[config.mk]
export PLATFORM = sky130hd
export DESIGN_NAME = rti_cfg
export DESIGN_NICKNAME = d
export VERILOG_FILES = /design/src/hw/rtl/ray_triangle_intersect_assert.svh /design/src/hw/rtl/rti_pkg.sv /design/src/hw/rtl/rti_cfg.sv
export SDC_FILE = /design/constraint.sdc
export NUM_CORES = 1
export LEC_CHECK = 0
export ABC_AREA = 1
export BUFFER_PORTS_ARGS = -buffer_cell sky130_fd_sc_hd__buf_4
export CORE_MARGIN = 2
export CORE_UTILIZATION = 54
export DETAILED_ROUTE_END_ITERATION = 10
export GPL_TIMING_DRIVEN = 0
export PLACE_DENSITY = 0.79
export SETUP_SLACK_MARGIN = 0.05
export SLEW_MARGIN = 25
export SYNTH_ARGS = -nofsm -noshare
export SYNTH_HDL_FRONTEND = slang
export SYNTH_SLANG_ARGS = --single-unit
[constraint.sdc]
create_clock -name i_clk -period 13.4 [get_ports i_clk]
set_input_delay 0.67 -clock i_clk [delete_from_list [all_inputs] [get_ports i_clk]]
set_output_delay 0.67 -clock i_clk [all_outputs]
set_load 0.05 [all_outputs]
[src/hw/rtl/ray_triangle_intersect_assert.svh]
// ----------------------------------------------------------------------------
// ray_triangle_intersect_assert.svh
// assertion macros shared by the ray / triangle intersection rtl
// ----------------------------------------------------------------------------
`ifndef RAY_TRIANGLE_INTERSECT_ASSERT_SVH
`define RAY_TRIANGLE_INTERSECT_ASSERT_SVH
`ifndef SYNTHESIS
// same-cycle implication
`define RTI_ASSERT_IMP(name, clk, rst_n, cond, prop, msg) \
    name: assert property (@(posedge clk) disable iff (!rst_n) (cond) |-> (prop)) \
        else $error(msg);
// next-cycle implication
`define RTI_ASSERT_NXT(name, clk, rst_n, cond, prop, msg) \
    name: assert property (@(posedge clk) disable iff (!rst_n) (cond) |=> (prop)) \
        else $error(msg);
`else
`define RTI_ASSERT_IMP(name, clk, rst_n, cond, prop, msg)
`define RTI_ASSERT_NXT(name, clk, rst_n, cond, prop, msg)
`endif
`endif

[src/hw/rtl/rti_pkg.sv]
// ----------------------------------------------------------------------------
// rti_pkg
// shared types and constants of the ray / triangle intersection block
// ----------------------------------------------------------------------------
`default_nettype none

package rti_pkg;

    localparam int RTI_COORD_WIDTH = 16;
    localparam int THR_WIDTH       = 20;
    localparam logic [THR_WIDTH-1:0] THR_RESET = 20'd68719;
    localparam int OUT_WIDTH       = 8;

    typedef enum logic [1:0] {
        REG_VERTEX_A  = 2'd0,
        REG_VERTEX_B  = 2'd1,
        REG_VERTEX_C  = 2'd2,
        REG_THRESHOLD = 2'd3
    } t_reg_idx;

    typedef enum logic [2:0] {
        OUT_HIT       = 3'd0,
        OUT_PARALLEL  = 3'd1,
        OUT_U_OUTSIDE = 3'd2,
        OUT_V_OUTSIDE = 3'd3,
        OUT_BEHIND    = 3'd4
    } t_outcome;

endpackage

`default_nettype wire

[src/hw/rtl/rti_cfg.sv]
// ----------------------------------------------------------------------------
// rti_cfg
// apb register file for the triangle and the threshold, with registered edge vectors
// ----------------------------------------------------------------------------
`default_nettype none

module rti_cfg #(
    parameter int COORD_WIDTH = rti_pkg::RTI_COORD_WIDTH,
    parameter int DATA_W      = 64,
    parameter int IDX_LSB     = 3,
    parameter int ADDR_W      = 5
) (
    input  wire logic                               i_clk,
    input  wire logic                               i_rst_n,
    input  wire logic                               psel,
    input  wire logic                               penable,
    input  wire logic                               pwrite,
    input  wire logic [ADDR_W-1:0]                  paddr,
    input  wire logic [DATA_W-1:0]                  pwdata,
    output logic      [DATA_W-1:0]                  prdata,
    output logic                                    pready,
    output logic signed [COORD_WIDTH-1:0]           o_vert_a [3],
    output logic signed [COORD_WIDTH:0]             o_e1 [3],
    output logic signed [COORD_WIDTH:0]             o_e2 [3],
    output logic [rti_pkg::THR_WIDTH-1:0]           o_thr
);
    import rti_pkg::*;

    localparam int VW = 3 * COORD_WIDTH;
    localparam int EW = COORD_WIDTH + 1;

    logic [VW-1:0]        r_vert [3];
    logic [THR_WIDTH-1:0] r_thr;
    logic signed [EW-1:0] r_e1 [3];
    logic signed [EW-1:0] r_e2 [3];
    logic                 wr;
    t_reg_idx             idx;

    assign pready = 1'b1;
    assign wr     = psel && penable && pwrite && pready;
    assign idx    = t_reg_idx'(paddr[ADDR_W-1:IDX_LSB]);

    always_ff @(posedge i_clk) begin
        if (!i_rst_n) begin
            r_vert[0] <= '0;
            r_vert[1] <= '0;
            r_vert[2] <= '0;
            r_thr     <= THR_RESET;
        end else if (wr) begin
            unique case (idx)
                REG_VERTEX_A:  r_vert[0] <= pwdata[VW-1:0];
                REG_VERTEX_B:  r_vert[1] <= pwdata[VW-1:0];
                REG_VERTEX_C:  r_vert[2] <= pwdata[VW-1:0];
                REG_THRESHOLD: r_thr     <= pwdata[THR_WIDTH-1:0];
            endcase
        end
    end

    always_comb begin
        unique case (idx)
            REG_VERTEX_A:  prdata = DATA_W'(r_vert[0]);
            REG_VERTEX_B:  prdata = DATA_W'(r_vert[1]);
            REG_VERTEX_C:  prdata = DATA_W'(r_vert[2]);
            REG_THRESHOLD: prdata = DATA_W'(r_thr);
        endcase
    end

    // edges are registered from the vertex registers in the cycle after they change
    always_ff @(posedge i_clk) begin
        for (int i = 0; i < 3; i++) begin
            r_e1[i] <= EW'($signed(r_vert[1][i*COORD_WIDTH +: COORD_WIDTH]))
                     - EW'($signed(r_vert[0][i*COORD_WIDTH +: COORD_WIDTH]));
            r_e2[i] <= EW'($signed(r_vert[2][i*COORD_WIDTH +: COORD_WIDTH]))
                     - EW'($signed(r_vert[0][i*COORD_WIDTH +: COORD_WIDTH]));
        end
    end

    always_comb begin
        for (int i = 0; i < 3; i++) begin
            o_vert_a[i] = $signed(r_vert[0][i*COORD_WIDTH +: COORD_WIDTH]);
            o_e1[i]     = r_e1[i];
            o_e2[i]     = r_e2[i];
        end
    end

    assign o_thr = r_thr;

endmodule

`default_nettype wire

==> results.md <==
Outcome:
- The flow ran to the end, and the final reports show no timing, DRC or antenna violations.

Critical path:
- Walking the worst path, the cells encountered are buf_4 > inv_2 > nand2_1 > inv_2 > clkbuf_1 > nand2_1 > nand4_1 > buf_4.
- Data on the critical path is required at its endpoint by 12.73 ns.
- The category of cells accounting for the largest share of critical-path delay is buffers and inverters.
- The cell at the slowest stage of the critical path is clkbuf_1.
- The startpoint type of the worst setup path is an input port.
- The largest stage delay on the critical path is 0.77 ns.
- STA classifies the critical path endpoint as an output port.
- The logic depth of the worst path, buffers included is 8.
- The critical path contains buffers and inverters numbering 5 combined.
- Counting cells, the worst reg-to-reg path comes to 10.
- In this run the register-to-register setup slack is 11.37 ns.
- The endpoint arrival time on the critical path is 2.85 ns.
- The type of the worst setup path is input port to output port.
- Of all nets on the critical path, the largest fanout is 10.

Clock network:
- The clock buffer count from CTS is 28.
- In this run the number of H-tree levels came out at 1.
- The clock tree from TritonCTS is done.
- In this run the deepest clock path goes through 3 buffers.
- The number of buffers inserted for hold repair after clock tree synthesis is 0.
- The clock sink total is 266.
- At the later pin of the worst-skew pair, clock insertion delay measures 0.55 ns.
- CTS placed an instance of clkbuf_16 at the clock tree root.
- The buffer count from post-CTS setup fixing is 0.
- After clock tree synthesis, the clock-pin slew on the worst setup and hold paths is 0.06 ns.
- In this run, post-CTS repair resized a total of 0 instances.

GRT:
- Across every metal layer, demand over resource in global routing totals 0.299.
- The wire length of the first global-routing pass is 66.5 mm.
- The via count of the first global-routing pass is 12600.
- Entering global routing, the biggest net connects 20 pins.
- The initial antenna violation count was 2.
- The overall overflow remaining after global route is 0.

Routing:
- The routed design has 44.4 mm of wire.
- The via-per-instance ratio is 5.02.
- In this run the remaining antenna-violating nets after routing total 0.
- The detailed router placed 13300 vias in this run.
- The number of DRC violations after detailed routing is 0.
- The number of DRC violations after detailed-routing iteration 0 is 1101.
- The pre-antenna-repair detailed-routing pass consisted of 5 iterations.
- After detailed routing, the average wire length per cell comes to 16.7 um.

Die:
- The floorplan die area is 29100 um^2.
- The height of the die is 171 um.
- The chip width is 171 um.
- The number of primary I/O pins is 309.
- The initial core utilization is 0.553.
- The core region is 27100 um^2.
- The standard-cell row count is 60.

Final layout:
- The area taken by flip-flops and latches is 6770 um^2.
- In the final design database the tool counted 2438 nets.
- The count of fill cells added during filler insertion is 2235.
- The fraction of final layout cells with drive strength greater than 1 is 0.188.
- The core occupancy in the finished layout is 0.690.
- The post-synthesis to final-layout area growth is 24.8%.
- Summing all multi-input logic gate instances after layout gives 6210 um^2.

Timing:
- The setup skew after layout is 0.0188 ns.
- The share of the cycle needed by the critical path after routing is 0.263.
- The peak clock frequency supported by timing is 284 MHz.
- Setup repair after global routing left no endpoint under its margin.
- The final critical delay including setup and external delays is 3.52 ns.
- The number of hold-slack violations in the final timing report is 0.
- The number of max-slew violations in the final report is 0.
- The final sum of negative setup slack is 0 ns.
- For the pin with the worst max-slew slack, the measured transition is 0.999 ns.
- The headroom to the max-slew limit is 0.334.
- The number of endpoints failing setup at the final stage is 0.

Power and ir drop:
- Across the VDD grid, the largest voltage drop is 0.114 mV.
- The power density over cell area is 148 nW/um^2.
- For this design the static power due to leakage is 10.2 nW.

Synthesis:
- The mapped netlist covers 15000 um^2.
- Each instance of the synthesized netlist takes up on average 7.74 um^2.
- The number of distinct standard cells referenced by the synthesized netlist is 29.
- The gate count after technology mapping is 1935.
- Of the synthesized area, sequential elements account for 0.452.
- The number of register bits inferred by synthesis is 266.
- During synthesis, Yosys emitted a total of 0 warnings.

Min path:
- The tightest min-delay check is of the input port to flip-flop type.
- Along the worst hold path, the cell count comes to 3.

Job:
- The count of maximum capacitance violations is 0.

Place:
- Routability-driven placement finished with a final weighted congestion of 0.976.
- The count of buffers from port buffering is 272.
- The total half-perimeter wirelength after legalization and detailed placement is 35.0 mm.
-- Yosys cell counts (all sizes together) --
cell type | count | area, um^2
nand4 | 9 | 56.3
nand3 | 69 | 345
nor2 | 94 | 358
nand3b | 1 | 20.0
fa | 6 | 120
o21ai | 16 | 80.1
edfxtp | 144 | 4320
nor3 | 24 | 120
o2111ai | 10 | 87.6
inv | 397 | 1490
dfxtp | 122 | 2440
or2 | 9 | 56.3
o221ai | 2 | 17.5
nand2 | 696 | 2610
xor2 | 28 | 245
clkbuf | 11 | 41.3
xnor2 | 14 | 123
conb | 2 | 7.51
ha | 96 | 1200
buf | 78 | 562
a21oi | 72 | 360
o211ai | 35 | 308
-- worst paths after layout --
| path | start | endpoint |
|---|---|---|
| setup / recovery | paddr[4] | prdata[6] |
| hold / removal | pwdata[7] | o_thr[7] |
| setup reg to reg | r_vert[0][16] | r_e1[0][33] |
| hold reg to reg | o_thr[6] | o_thr[6] |
-- cells in the final DEF, fill, tap and decap left out, types with 8 or more instances in the layout --
| master | Yosys | routed |
|---|---|---|
| nand2_1 | 696 | 696 |
| inv_1 | 392 | 392 |
| buf_4 | 66 | 338 |
| edfxtp_1 | 144 | 144 |
| dfxtp_1 | 122 | 122 |
| ha_1 | 96 | 96 |
| nor2_1 | 92 | 92 |
| a21oi_1 | 72 | 72 |
| nand3_1 | 69 | 69 |
| clkbuf_16 | 0 | 30 |
| xor2_1 | 28 | 28 |
| o211ai_1 | 26 | 26 |
| nor3_1 | 24 | 24 |
| clkbuf_1 | 11 | 18 |
| conb_1 | 2 | 17 |
| xnor2_1 | 14 | 14 |
| o21ai_0 | 15 | 12 |
| buf_2 | 11 | 11 |
| o2111ai_1 | 10 | 10 |
| nand4_1 | 9 | 9 |
| o211ai_2 | 9 | 9 |
| or2_2 | 8 | 8 |
-- worst reg2reg max path: stages, from the launching register on --
cell	delay [ns]
edfxtp_1	0.44
ha_1	0.28
fa_1	0.45
inv_1	0.08
nand2_1	0.05
nand2_1	0.12
nand3_1	0.09
nand2_1	0.15
nand2_1	0.10
nand3_1	0.09
nand2_1	0.07
-- registers in the layout (all words and copies together) (netlist names) --
name and cells:
r_e1 51, o_thr 20, r_e2 51, r_vert 144
-- cell families after synthesis --
| logic type | after synthesis | synth area share |
|---|---|---|
| and+or+nand+nor | 902 | 0.238 |
| DFF | 266 | 0.452 |
| buffers and inverters | 486 | 0.140 |
| other | 2 | 0.000501 |
| adders and majority gates | 102 | 0.0882 |
| AOI/OAI and AO/OA | 135 | 0.0570 |
| xor gates and xnor gates | 42 | 0.0246 |
-- layout make-up --
class	instances	area share
tap	372	0.0249
buffer	89	0.0323
inverter	397	0.0797
multi-input combinational	1198	0.332
clock buffer	41	0.0445
clock inverter	9	0.00254
antenna	2	0.000268
timing repair buffer	282	0.122
sequential	266	0.362
-- per-stage QoR --
| step | cell area [um^2] | setup WS [ns] | hold slack (ns) | total power [mW] | instances |
|---|---|---|---|---|---|
| after floorplan | 15000 | 8.34 | 0.579 | 1.71 | 1950 |
| after global placement | 17500 | 4.41 | 0.486 | 2.01 | 2594 |
| after detailed placement | 17800 | 9.97 | 0.502 | 2.03 | 2604 |
| after CTS | 18700 | 9.98 | 0.364 | 2.77 | 2654 |
| after global routing | 18700 | 9.86 | 0.374 | 2.87 | 2654 |
| final | 18700 | 9.88 | 0.382 | 2.76 | 2656 |
-- where the power goes --
group          internal, mW  switching (mW)  leakage [nW]
Combinational         0.294           0.707          7.37
Sequential            0.968          0.0511          2.40
Clock                 0.427           0.315         0.431
-- layer usage --
layer	track usage	up-vias	wire, um
met5	0	-	0
met3	0.0507	94	3940
met4	0.0996	0	1500
met1	0.396	6070	18500
li1	-	6574	-
met2	0.500	587	20400
No activity file was read; power rests on OpenSTA's default activity.
